===== config.mk =====
export PLATFORM = sky130hd
export DESIGN_NAME = clock_buffer_frame_manager
export DESIGN_NICKNAME = d
export VERILOG_FILES = /design/src/hdl/cbfm_pkg.sv /design/src/hdl/clock_buffer_frame_manager.sv /design/src/hdl/cbfm_ram.sv
export SDC_FILE = /design/constraint.sdc
export NUM_CORES = 1
export LEC_CHECK = 0
export ABC_CLOCK_PERIOD_IN_PS = 6400
export BUFFER_PORTS_ARGS = -buffer_cell sky130_fd_sc_hd__buf_2
export CAP_MARGIN = 30
export CORE_ASPECT_RATIO = 1.25
export CORE_MARGIN = 1.5
export CORE_UTILIZATION = 51
export CTS_CLUSTER_SIZE = 16
export DETAILED_ROUTE_END_ITERATION = 16
export GPL_TIMING_DRIVEN = 0
export PLACE_DENSITY_LB_ADDON = 0.1
export SLEW_MARGIN = 30
export SYNTH_ARGS = -nofsm -noshare
export SYNTH_HDL_FRONTEND = slang
export SYNTH_SLANG_ARGS = --single-unit

===== constraint.sdc =====
create_clock -name clock -period 6.4 [get_ports clock]
set_input_delay 0.32 -clock clock [delete_from_list [all_inputs] [get_ports clock]]
set_output_delay 0.32 -clock clock [all_outputs]
set_load 0.005 [all_outputs]

===== src/hdl/cbfm_pkg.sv =====
// ----------------------------------------------------------------------------
// cbfm_pkg: shared types and codes of the clock buffer frame manager
// Request modes, status codes, the sequencer state type and the pending
// result word.
// ----------------------------------------------------------------------------
package cbfm_pkg;

   // request modes
   localparam logic [2:0] MODE_READ    = 3'd0;
   localparam logic [2:0] MODE_ALLOC   = 3'd1;
   localparam logic [2:0] MODE_UNPIN   = 3'd2;
   localparam logic [2:0] MODE_DISPOSE = 3'd3;
   localparam logic [2:0] MODE_FLUSH   = 3'd4;

   // result status codes
   localparam logic [2:0] STS_OK         = 3'd0;
   localparam logic [2:0] STS_ALL_PINNED = 3'd1;
   localparam logic [2:0] STS_NOT_PINNED = 3'd2;
   localparam logic [2:0] STS_PINNED     = 3'd3;
   localparam logic [2:0] STS_NOT_FOUND  = 3'd4;

   // most result words one flush may produce
   localparam int unsigned OUT_MAX = 16;
   localparam int unsigned CNT_W   = 5;

   typedef enum logic [2:0] {
      ST_IDLE,
      ST_LK_RD,
      ST_LK_EV,
      ST_SW_RD,
      ST_SW_EV,
      ST_FL_RD,
      ST_FL_EV,
      ST_DONE
   } state_type;

   // result word without its frame index
   typedef struct packed {
      logic [2:0]  status;
      logic        hit;
      logic        fetch;
      logic        wb;
      logic [7:0]  wb_file;
      logic [31:0] wb_page;
      logic        del;
   } res_type;

endpackage


===== src/hdl/clock_buffer_frame_manager.sv =====
// ----------------------------------------------------------------------------
// clock_buffer_frame_manager: frame table of a page buffer pool
// Tag lookup, clock (second-chance) replacement, unpin, dispose and flush.
// ----------------------------------------------------------------------------
// Usage:
//   req_* takes one request word (mode, file id, page number, dirty mark).
//   rsp_* returns one or more result words; rsp_tlast marks the final word
//   of a request. Only flush gives more than one word (one per written-back
//   frame, up to 16).
// Timing: one request at a time; req_tready is high only while idle.
//   Every frame visit is a RAM read, then an evaluate and write-back step,
//   so the frame entry RAM port sets the pace:
//   hit:    the lookup ends at the matching frame
//   miss:   the lookup visits every frame, then the clock hand steps on
//   flush:  the frames are walked in order, held by receiver stalls
// Reset: all frames invalid, clock hand at the last frame, no result held.
//   Tags need no clearing; a frame is only looked at when its valid bit is set.
// Stall: a result sits in the output register until rsp_tready; a flush
//   holds its walk while the previous word has not left.
// ----------------------------------------------------------------------------
module clock_buffer_frame_manager #(
   parameter int unsigned NUM_FRAMES = 16,
   parameter int unsigned PIN_BITS   = 8,
   localparam int unsigned FRAME_BITS = $clog2(NUM_FRAMES),
   localparam int unsigned RSP_W      = ((FRAME_BITS + 47 + 7) / 8) * 8
) (
   input  logic             clock,
   input  logic             reset,
   // tdata: mode[2:0], file_id[10:3], page[42:11], mark_dirty[43], zero
   input  logic             req_tvalid,
   output logic             req_tready,
   input  logic [47:0]      req_tdata,
   // tdata: frame_index, status, was_hit, fetch_needed, writeback_needed,
   //        writeback_file, writeback_page, delete_page, zero fill
   output logic             rsp_tvalid,
   input  logic             rsp_tready,
   output logic [RSP_W-1:0] rsp_tdata,
   output logic             rsp_tlast
);
   import cbfm_pkg::*;

   localparam int unsigned ENT_W   = PIN_BITS + 42;
   localparam int unsigned PCNT_W  = $clog2(NUM_FRAMES + 1);
   localparam logic [FRAME_BITS-1:0] LAST_FRAME = FRAME_BITS'(NUM_FRAMES - 1);
   localparam logic [PIN_BITS-1:0]   PIN_MAX    = '1;

   state_type             state_ff, state_in;
   logic [FRAME_BITS-1:0] idx_ff, idx_in;
   logic [FRAME_BITS-1:0] hand_ff, hand_in;
   logic [PCNT_W-1:0]     pinned_ff, pinned_in;
   logic [CNT_W-1:0]      n_ff, n_in;
   logic [NUM_FRAMES-1:0] valid_ff, valid_in;
   logic [2:0]            mode_ff, mode_in;
   logic [7:0]            file_ff, file_in;
   logic [31:0]           page_ff, page_in;
   logic                  md_ff, md_in;
   res_type               hold_ff, hold_in;
   logic [FRAME_BITS-1:0] hold_frame_ff, hold_frame_in;
   res_type               out_ff, out_in;
   logic [FRAME_BITS-1:0] out_frame_ff, out_frame_in;
   logic                  out_last_ff, out_last_in;
   logic                  rsp_tvalid_ff, rsp_tvalid_in;

   // frame entry RAM: {referenced, dirty, pins, file tag, page tag}
   logic                  ram_wr_en, ram_rd_en;
   logic [FRAME_BITS-1:0] ram_wr_addr, ram_rd_addr;
   logic [ENT_W-1:0]      ram_wr_data, ram_rd_data;

   cbfm_ram #(.WIDTH(ENT_W), .DEPTH(NUM_FRAMES)) u_ram (
      .clock   (clock),
      .wr_en   (ram_wr_en),
      .wr_addr (ram_wr_addr),
      .wr_data (ram_wr_data),
      .rd_en   (ram_rd_en),
      .rd_addr (ram_rd_addr),
      .rd_data (ram_rd_data)
   );

   logic                e_ref, e_dirty;
   logic [PIN_BITS-1:0] e_pins;
   logic [7:0]          e_file;
   logic [31:0]         e_page;
   logic                out_free;
   logic                hit, match, produce, final_word, stop;
   res_type             new_res;

   assign e_ref    = ram_rd_data[ENT_W-1];
   assign e_dirty  = ram_rd_data[ENT_W-2];
   assign e_pins   = ram_rd_data[ENT_W-3 -: PIN_BITS];
   assign e_file   = ram_rd_data[39:32];
   assign e_page   = ram_rd_data[31:0];
   assign out_free = !rsp_tvalid_ff || rsp_tready;

   // sequencer: reads never share a cycle with a write, so no forwarding
   always_comb begin
      state_in      = state_ff;
      idx_in        = idx_ff;
      hand_in       = hand_ff;
      pinned_in     = pinned_ff;
      n_in          = n_ff;
      valid_in      = valid_ff;
      mode_in       = mode_ff;
      file_in       = file_ff;
      page_in       = page_ff;
      md_in         = md_ff;
      hold_in       = hold_ff;
      hold_frame_in = hold_frame_ff;
      out_in        = out_ff;
      out_frame_in  = out_frame_ff;
      out_last_in   = out_last_ff;
      rsp_tvalid_in = rsp_tvalid_ff && !rsp_tready;
      ram_wr_en     = 1'b0;
      ram_wr_addr   = idx_ff;
      ram_wr_data   = ram_rd_data;
      ram_rd_en     = 1'b0;
      ram_rd_addr   = idx_ff;
      hit           = valid_ff[idx_ff] && e_file == file_ff && e_page == page_ff;
      match         = valid_ff[idx_ff] && e_file == file_ff;
      produce       = 1'b0;
      final_word    = 1'b0;
      stop          = 1'b0;
      new_res       = '0;

      unique case (state_ff)
         ST_IDLE: begin
            if (req_tvalid) begin
               mode_in       = req_tdata[2:0];
               file_in       = req_tdata[10:3];
               page_in       = req_tdata[42:11];
               md_in         = req_tdata[43];
               hold_in       = '0;
               hold_frame_in = '0;
               n_in          = '0;
               idx_in        = '0;
               pinned_in     = '0;
               if (req_tdata[2:0] == MODE_FLUSH) begin
                  state_in = ST_FL_RD;
               end else if (req_tdata[2:0] == MODE_READ || req_tdata[2:0] == MODE_ALLOC ||
                            req_tdata[2:0] == MODE_UNPIN ||
                            req_tdata[2:0] == MODE_DISPOSE) begin
                  state_in = ST_LK_RD;
               end else begin
                  hold_in.status = STS_NOT_FOUND;
                  state_in       = ST_DONE;
               end
            end
         end

         ST_LK_RD: begin
            ram_rd_en = 1'b1;
            state_in  = ST_LK_EV;
         end

         // compare one frame's tag
         ST_LK_EV: begin
            if (hit) begin
               hold_frame_in = idx_ff;
               hold_in.hit   = 1'b1;
               state_in      = ST_DONE;
               if (mode_ff == MODE_UNPIN) begin
                  if (e_pins == '0) begin
                     hold_in.status = STS_NOT_PINNED;
                  end else begin
                     ram_wr_en   = 1'b1;
                     ram_wr_data = {e_ref, e_dirty | md_ff, e_pins - 1'b1, e_file, e_page};
                  end
               end else if (mode_ff == MODE_DISPOSE) begin
                  hold_in.wb      = e_dirty;
                  hold_in.wb_file = e_dirty ? e_file : 8'd0;
                  hold_in.wb_page = e_dirty ? e_page : 32'd0;
                  hold_in.del     = 1'b1;
                  valid_in[idx_ff] = 1'b0;
               end else begin
                  ram_wr_en   = 1'b1;
                  ram_wr_data = {1'b1, e_dirty,
                                 (e_pins == PIN_MAX) ? e_pins : e_pins + 1'b1,
                                 e_file, e_page};
               end
            end else if (idx_ff == LAST_FRAME) begin
               if (mode_ff == MODE_UNPIN || mode_ff == MODE_DISPOSE) begin
                  hold_in.status = STS_NOT_FOUND;
                  state_in       = ST_DONE;
               end else begin
                  state_in = ST_SW_RD;
               end
            end else begin
               idx_in   = idx_ff + 1'b1;
               state_in = ST_LK_RD;
            end
         end

         // advance the clock hand and read its frame
         ST_SW_RD: begin
            hand_in     = (hand_ff == LAST_FRAME) ? '0 : hand_ff + 1'b1;
            ram_rd_en   = 1'b1;
            ram_rd_addr = hand_in;
            state_in    = ST_SW_EV;
         end

         ST_SW_EV: begin
            ram_wr_addr = hand_ff;
            if (!valid_ff[hand_ff] || (!e_ref && e_pins == '0)) begin
               if (valid_ff[hand_ff] && e_dirty) begin
                  hold_in.wb      = 1'b1;
                  hold_in.wb_file = e_file;
                  hold_in.wb_page = e_page;
               end
               ram_wr_en         = 1'b1;
               ram_wr_data       = {1'b1, 1'b0, PIN_BITS'(1), file_ff, page_ff};
               valid_in[hand_ff] = 1'b1;
               hold_frame_in     = hand_ff;
               hold_in.fetch     = (mode_ff == MODE_READ);
               state_in          = ST_DONE;
            end else if (e_ref) begin
               ram_wr_en   = 1'b1;
               ram_wr_data = {1'b0, e_dirty, e_pins, e_file, e_page};
               state_in    = ST_SW_RD;
            end else if (pinned_ff == PCNT_W'(NUM_FRAMES - 1)) begin
               hold_in.status = STS_ALL_PINNED;
               state_in       = ST_DONE;
            end else begin
               pinned_in = pinned_ff + 1'b1;
               state_in  = ST_SW_RD;
            end
         end

         ST_FL_RD: begin
            ram_rd_en = 1'b1;
            state_in  = ST_FL_EV;
         end

         // flush walk: one frame per visit, pending word held until the next
         ST_FL_EV: begin
            new_res.wb_file = e_file;
            new_res.wb_page = e_page;
            if (match) begin
               if (e_pins != '0) begin
                  if (n_ff == CNT_W'(OUT_MAX)) begin
                     stop = 1'b1;
                  end else begin
                     produce         = 1'b1;
                     final_word      = 1'b1;
                     new_res         = '0;
                     new_res.status  = STS_PINNED;
                  end
               end else if (e_dirty) begin
                  if (n_ff == CNT_W'(OUT_MAX)) begin
                     stop = 1'b1;
                  end else begin
                     produce    = 1'b1;
                     new_res.wb = 1'b1;
                  end
               end
            end
            if (!(produce && n_ff != '0 && !out_free)) begin
               if (produce) begin
                  if (n_ff != '0) begin
                     out_in        = hold_ff;
                     out_frame_in  = hold_frame_ff;
                     out_last_in   = 1'b0;
                     rsp_tvalid_in = 1'b1;
                  end
                  hold_in       = produce ? new_res : hold_ff;
                  hold_frame_in = idx_ff;
                  n_in          = n_ff + 1'b1;
               end
               if (match && !stop && !final_word) begin
                  valid_in[idx_ff] = 1'b0;
               end
               if (stop || final_word || idx_ff == LAST_FRAME) begin
                  state_in = ST_DONE;
               end else begin
                  idx_in   = idx_ff + 1'b1;
                  state_in = ST_FL_RD;
               end
            end
         end

         // final word of the request
         ST_DONE: begin
            if (out_free) begin
               out_in        = hold_ff;
               out_frame_in  = hold_frame_ff;
               out_last_in   = 1'b1;
               rsp_tvalid_in = 1'b1;
               state_in      = ST_IDLE;
            end
         end

         default: begin
            state_in = ST_IDLE;
         end
      endcase
   end

   // control state
   always_ff @(posedge clock) begin
      if (reset) begin
         state_ff      <= ST_IDLE;
         valid_ff      <= '0;
         hand_ff       <= LAST_FRAME;
         rsp_tvalid_ff <= 1'b0;
      end else begin
         state_ff      <= state_in;
         valid_ff      <= valid_in;
         hand_ff       <= hand_in;
         rsp_tvalid_ff <= rsp_tvalid_in;
      end
   end

   // payload and counters
   always_ff @(posedge clock) begin
      idx_ff        <= idx_in;
      pinned_ff     <= pinned_in;
      n_ff          <= n_in;
      mode_ff       <= mode_in;
      file_ff       <= file_in;
      page_ff       <= page_in;
      md_ff         <= md_in;
      hold_ff       <= hold_in;
      hold_frame_ff <= hold_frame_in;
      out_ff        <= out_in;
      out_frame_ff  <= out_frame_in;
      out_last_ff   <= out_last_in;
   end

   assign req_tready = (state_ff == ST_IDLE);
   assign rsp_tvalid = rsp_tvalid_ff;
   assign rsp_tlast  = out_last_ff;
   assign rsp_tdata  = RSP_W'({out_ff.del, out_ff.wb_page, out_ff.wb_file, out_ff.wb,
                               out_ff.fetch, out_ff.hit, out_ff.status, out_frame_ff});

endmodule


===== src/hdl/cbfm_ram.sv =====
// ----------------------------------------------------------------------------
// cbfm_ram: generic single-write, single-read RAM
// Registered read; read data holds when no read is issued.
// ----------------------------------------------------------------------------
module cbfm_ram #(
   parameter int unsigned WIDTH = 8,
   parameter int unsigned DEPTH = 16
) (
   input  logic                     clock,
   input  logic                     wr_en,
   input  logic [$clog2(DEPTH)-1:0] wr_addr,
   input  logic [WIDTH-1:0]         wr_data,
   input  logic                     rd_en,
   input  logic [$clog2(DEPTH)-1:0] rd_addr,
   output logic [WIDTH-1:0]         rd_data
);

   logic [WIDTH-1:0] mem_ff [DEPTH];
   logic [WIDTH-1:0] rd_data_ff;

   always_ff @(posedge clock) begin
      if (wr_en) begin
         mem_ff[wr_addr] <= wr_data;
      end
      if (rd_en) begin
         rd_data_ff <= mem_ff[rd_addr];
      end
   end

   assign rd_data = rd_data_ff;

endmodule


Yosys cells after proc, flatten, opt, wreduce, memory -nomap -nowiden:

Memory sizes are Yosys's and may differ from the RTL's. A register that Yosys moved wholly into a read port is not among the register bits.
Index checks and enable logic that the tools add are counted.

* equal/unequal tests: 42
* multiplexer cells: 131
* reduce and logical (&&, ||, !) cells: 53
* bitwise gates (word level): 4
* magnitude comparators: 4
* add/subtract/negate cells: 6

Operator list (count)
* $mux 47: 8
* $mux 50: 4
* $mux 42: 4
* $pmux 41 s4: 1
* $pmux 50 s2: 1
* $mux 16: 6
* $pmux 47 s2: 1
* $mux 41: 2
* $mux 4: 16
* $mux 3: 21
* $mux 49: 1
* $pmux 16 s3: 1
* $mux 46: 1
* $mux 1: 36
* $mux 5: 7
* $ne 2x2->1 const B: 17
* $eq 32x32->1: 1
* $mux 32: 1
* $pmux 3 s8: 1
* $pmux 5 s2: 2
* $reduce_and 5->1: 4
* $eq 3x2->1 const B: 6
* $and 16x16->16: 1
* $mux 8: 2
* other kinds (45): 95

* output and inout port bits: 59
* logic and storage cells: 269
* bits in writable memories: 800
* bits in registers: 185
* memories: 1
* bits of input ports: 52

Memory list
* u_ram.mem_ff: words 16, width 50, read ports 1, clocked after memory_dff 1, wr ports 1, line cbfm_ram.sv:18 `logic [WIDTH-1:0] mem_ff [DEPTH];`

Depth between registers and ports, before layout:

* word-level depth: 12
* mapped depth: 10
* depth with buffers taken out: 8

Cells and area by module:

A second synthesis with hierarchy kept.

* cells, all modules: 2020
* area, all modules: 40461.3 um^2

By module, submodules not included
* cbfm_ram: times used 1, area each 31411.4 um^2, cells each 1294, sequential area each 25524.5 um^2
* clock_buffer_frame_manager: times used 1, area each 9049.9 um^2, cells each 726, sequential area each 5315.1 um^2

Worst setup path before layout:

OpenSTA, ideal clock, no wires.

* kind: flip-flop to flip-flop
* from: register u_ram.rd_data_ff[42], in the netlist u_ram.rd_data[42] (read register of u_ram.mem_ff)
* to: memory u_ram.mem_ff[13][0] (netlist name) (enable)
* cell stages (with the launch flop): 8
* path buffers: 2
* clock period less this slack: 6.073 ns
* data arrival time: 5.543 ns
* required time: 5.870 ns
* slack: 0.327 ns
* cells stage by stage: edfxtp_1 buf_6 or4_1 buf_2 or3_4 a31oi_1 a21oi_2 nor3b_1

* cells in the longest elaborated chain, start to end: 7
* elaborated cells between the ends (all ways): 10

RTL lines
* from (decl): line cbfm_ram.sv:19 `logic [WIDTH-1:0] rd_data_ff;`
* $logic_not 8->1 (*): line clock_buffer_frame_manager.sv:161, clock_buffer_frame_manager.sv:202
* $mux 1 or $logic_and 1x1->1 (tied branches): line clock_buffer_frame_manager.sv:161, clock_buffer_frame_manager.sv:202
* $mux 1 or $logic_or 1x1->1 (tied branches): line clock_buffer_frame_manager.sv:160, clock_buffer_frame_manager.sv:202
* $mux 1 (on tied branches): line clock_buffer_frame_manager.sv:156, clock_buffer_frame_manager.sv:202
* $pmux 1 s2 (*): line clock_buffer_frame_manager.sv:124 `unique case (state_ff)`
* $mux 1 (*): line cbfm_ram.sv:22 `if (wr_en) begin`
* $mux 1 (implied by the code) (*): line cbfm_ram.sv:23 `mem_ff[wr_addr] <= wr_data;`
* to (decl): line cbfm_ram.sv:18

Mark *: on every way between the ends. The rest lies on a longest branch, timed or not.

Worst setup path after layout:

* from: register u_ram.rd_data_ff[29], in the netlist u_ram.rd_data[29] (read register of u_ram.mem_ff)
* to: memory u_ram.mem_ff[13][4] (netlist name) (enable)

* cells in the longest elaborated chain, start to end: 6

RTL lines
* $eq 32x32->1: line clock_buffer_frame_manager.sv:117 `hit = valid_ff[idx_ff] && e_file == file_ff && e_page == page_ff;`
* $logic_and 1x1->1: line clock_buffer_frame_manager.sv:117
* $mux 1: line clock_buffer_frame_manager.sv:156 `if (hit) begin`
* $pmux 1 s2: line clock_buffer_frame_manager.sv:124
* $mux 1: line cbfm_ram.sv:22
* $mux 1 (implied by the code): line cbfm_ram.sv:23

No other way between the ends.

==> flow_summary.ini <==
[layout]
area_growth_pct = 18.6
post-route-util = 0.613
nNetsFinal = 2480
drive_above_1_share = 0.263
layout_commonest_cell = edfxtp_1
antennaDiodeCount = 0
layout_common_cells = edfxtp_1, mux4_2, nand2_1

[sta]
fin_skew_ps = 32.9
fin_crit_sh = 0.803
whs_ps = 51.7
relSlewSlack = 0.311
hold_viol = 0
drv_slew = 0
setup_violations = 0
max_freq_mhz = 195
grt_setup_unrepaired = no
worst_slew_pin_slew_ps = 1030
fin_crit_ps = 5140

[cts]
clk_latency_ps = 680
clockRootBuffer = clkbuf_16
post_cts_resize_count = 0
clk_pin_slew_ps = 60
clockBufferDepth = 3
cts.sinks = 1035
h-tree-depth = 3
numCtsBuffers = 99
cts_tree = yes

[power_and_ir_drop]
switching_power_uw = 5440
p_int_uw = 13700
p_total_uw = 19100
irDropWorstVdd_mv = 0.244
seqPwrFrac = 0.466
p_sw_frac = 0.284
powerDensity_nw_per_um2 = 395
power_frac_comb = 0.221
leakage_uw = 0.0167
clockPowerShare = 0.313

[global_route]
met1_usage = 0.358
grt.total_usage = 0.258
grt_pass1_wl_um = 151000
grt_max_degree = 34
globalRouteOverflowTotal = 0
grt.busiest_layer = met2
grt_pass1_vias = 21854
grt_use_met2 = 0.426
grt_use_met3 = 0.0377
antenna_found_initial = 3

[yosys]
syn_area_um2 = 40900
async_flop_share = 0
ys_seq_area_frac = 0.754
synth_cells = 2076
synth_seq_cells = 1035
ys.flop_type = edfxtp_1
ys_types = 70
synth-edff-count = 1011
yosys_warnings = 0
avgSynthCellArea_um2 = 19.7

[detailed_routing]
antenna_left = 0
wl_per_cell_um = 29.5
drc = 0
drt_iter0_markers = 2412
firstDrtPassIters = 5
vias_per_cell = 6.09
vias = 21609
drt_wl_total_um = 105000

[outcome]
outcome = complete, no violations

[worst_setup_path]
worstSetupPathType = reg2reg
worst_setup_path_end_kind = register
crit_arrival_ps = 5520
required_ps = 6780
worstPathMaxFanout = 10
cp-start-kind = register

[die]
die_area_um2 = 82000
die_w_um = 256
fp-row-count = 115
coreArea_um2 = 79100
initial_core_util = 0.517
ios = 111
die_h_um = 320

[worst_hold_path]
min_path_type = in2reg

[placed_design]
port_buffers = 100
hpwl_um = 70200
gp_congestion = 0.934

[flow_run]
cap_violations = 0
## critical path, stage by stage, from the launching register on
cell and delay [ps]:
edfxtp_1 590, xor2_1 240, nor4_1 470, nand4_1 630
nor4_4 770, a21oi_2 330, nor3b_2 710, buf_4 310
buf_4 220, buf_4 210, buf_4 200, buf_6 150
## Yosys cell counts, types with 3 or more instances
cell,count,area (µm²)
inv_1,17,63.8
o32a_1,3,30.0
o21ai_0,23,115
buf_4,8,60.1
buf_2,48,240
or3_1,3,18.8
ha_1,14,175
buf_6,3,33.8
clkbuf_1,32,120
a211oi_1,10,75.1
edfxtp_1,1011,30400
and2_1,52,325
nand2_1,166,623
dfxtp_1,24,480
xor2_1,44,385
nor3_1,14,70.1
o211ai_1,5,37.5
nand4_1,7,43.8
nand3_1,14,70.1
and4_1,4,35.0
nor3b_1,5,37.5
clkbuf_2,4,20.0
and3_1,5,31.3
o22ai_1,6,37.5
nor2b_1,10,62.6
o31ai_1,5,37.5
buf_1,14,52.6
a21oi_1,16,80.1
mux4_2,207,4660
xnor2_1,4,35.0
nor2_1,48,180
a311oi_1,12,105
nand2b_1,5,31.3
mux2i_1,154,1540
nor4_1,15,93.8
a22o_1,4,35.0
a31oi_1,24,150
## path summary, 6_finish.rpt
check / slack (ps) / from / cells after the start / endpoint
worst max-delay path: 1260 / u_ram.rd_data[29] / 11 / u_ram.mem_ff[13][4]
worst max register to register: 1260 / u_ram.rd_data[29] / 11 / u_ram.mem_ff[13][4]
worst min-delay path: 50 / rsp_tready / 3 / rsp_tvalid
worst min register to register: 420 / hold_ff[40] / 0 / rsp_tdata[17]
## power groups by stage
stage / registers (µW) / logic, µW / clock network [µW]
floorplan: 8950 / 2650 / 0
global placement: 9120 / 3900 / 0
detailed placement: 9070 / 4210 / 0
global route: 8970 / 4520 / 6310
finish: 8930 / 4230 / 5990
CTS: 8930 / 4250 / 6060
## metal layers
layer  wire (µm)  share of wire
met3        7580          0.072
met2       51600           0.49
met5           0              0
met1       42600           0.41
met4        2860          0.027
## stage by stage
stage	setup TNS, ps	area [µm²]	std cells	setup WS [ps]
3_5_place_dp	0	44700	3320	1310
3_3_place_gp	-2316430	42800	3233	-5900
2_1_floorplan	0	40900	2080	327
6_report	0	48500	3548	1260
4_1_cts	0	48500	3546	1270
5_1_grt	0	48500	3548	1060
## cells by family (layout without fill, tap and decap cells)
logic type | after synthesis | in the layout | share of synthesized area
compound gates | 129 | 129 | 0.0219
xor+xnor | 48 | 48 | 0.0103
fa+ha+maj | 14 | 14 | 0.00428
buf+inv | 126 | 541 | 0.0144
flops | 1035 | 1035 | 0.754
mux | 363 | 363 | 0.153
other cells | 1 | 5 | 0.0000916
simple gates | 360 | 360 | 0.0428
## registers in the layout (all words and copies together), names as in the netlist, 5 cells and up
register,count
u_ram.mem_ff,800
u_ram.rd_data,50
hold_ff,47
rsp_tdata,47
page_ff,32
valid_ff,16
file_ff,8
n_ff,5
pinned_ff,5
## area by class of cell
| cell class | instances | area [µm²] |
|---|---|---|
| flip-flops and latches | 1035 | 30800 |
| well taps | 1053 | 1320 |
| clock buffers | 115 | 2600 |
| multi-input cells | 919 | 9710 |
| clock inverters | 67 | 699 |
| repair buffers | 233 | 2760 |
| fillers | 5643 | 30600 |
| inverters | 17 | 63.8 |
| plain buffers | 109 | 539 |
## timing repair
item                                   in CTS  in global routing
hold buffers                               44                  0
endpoints found under the hold margin      44                  0
buffers inserted                            0                  0
No activity file was read; power rests on OpenSTA's default activity.
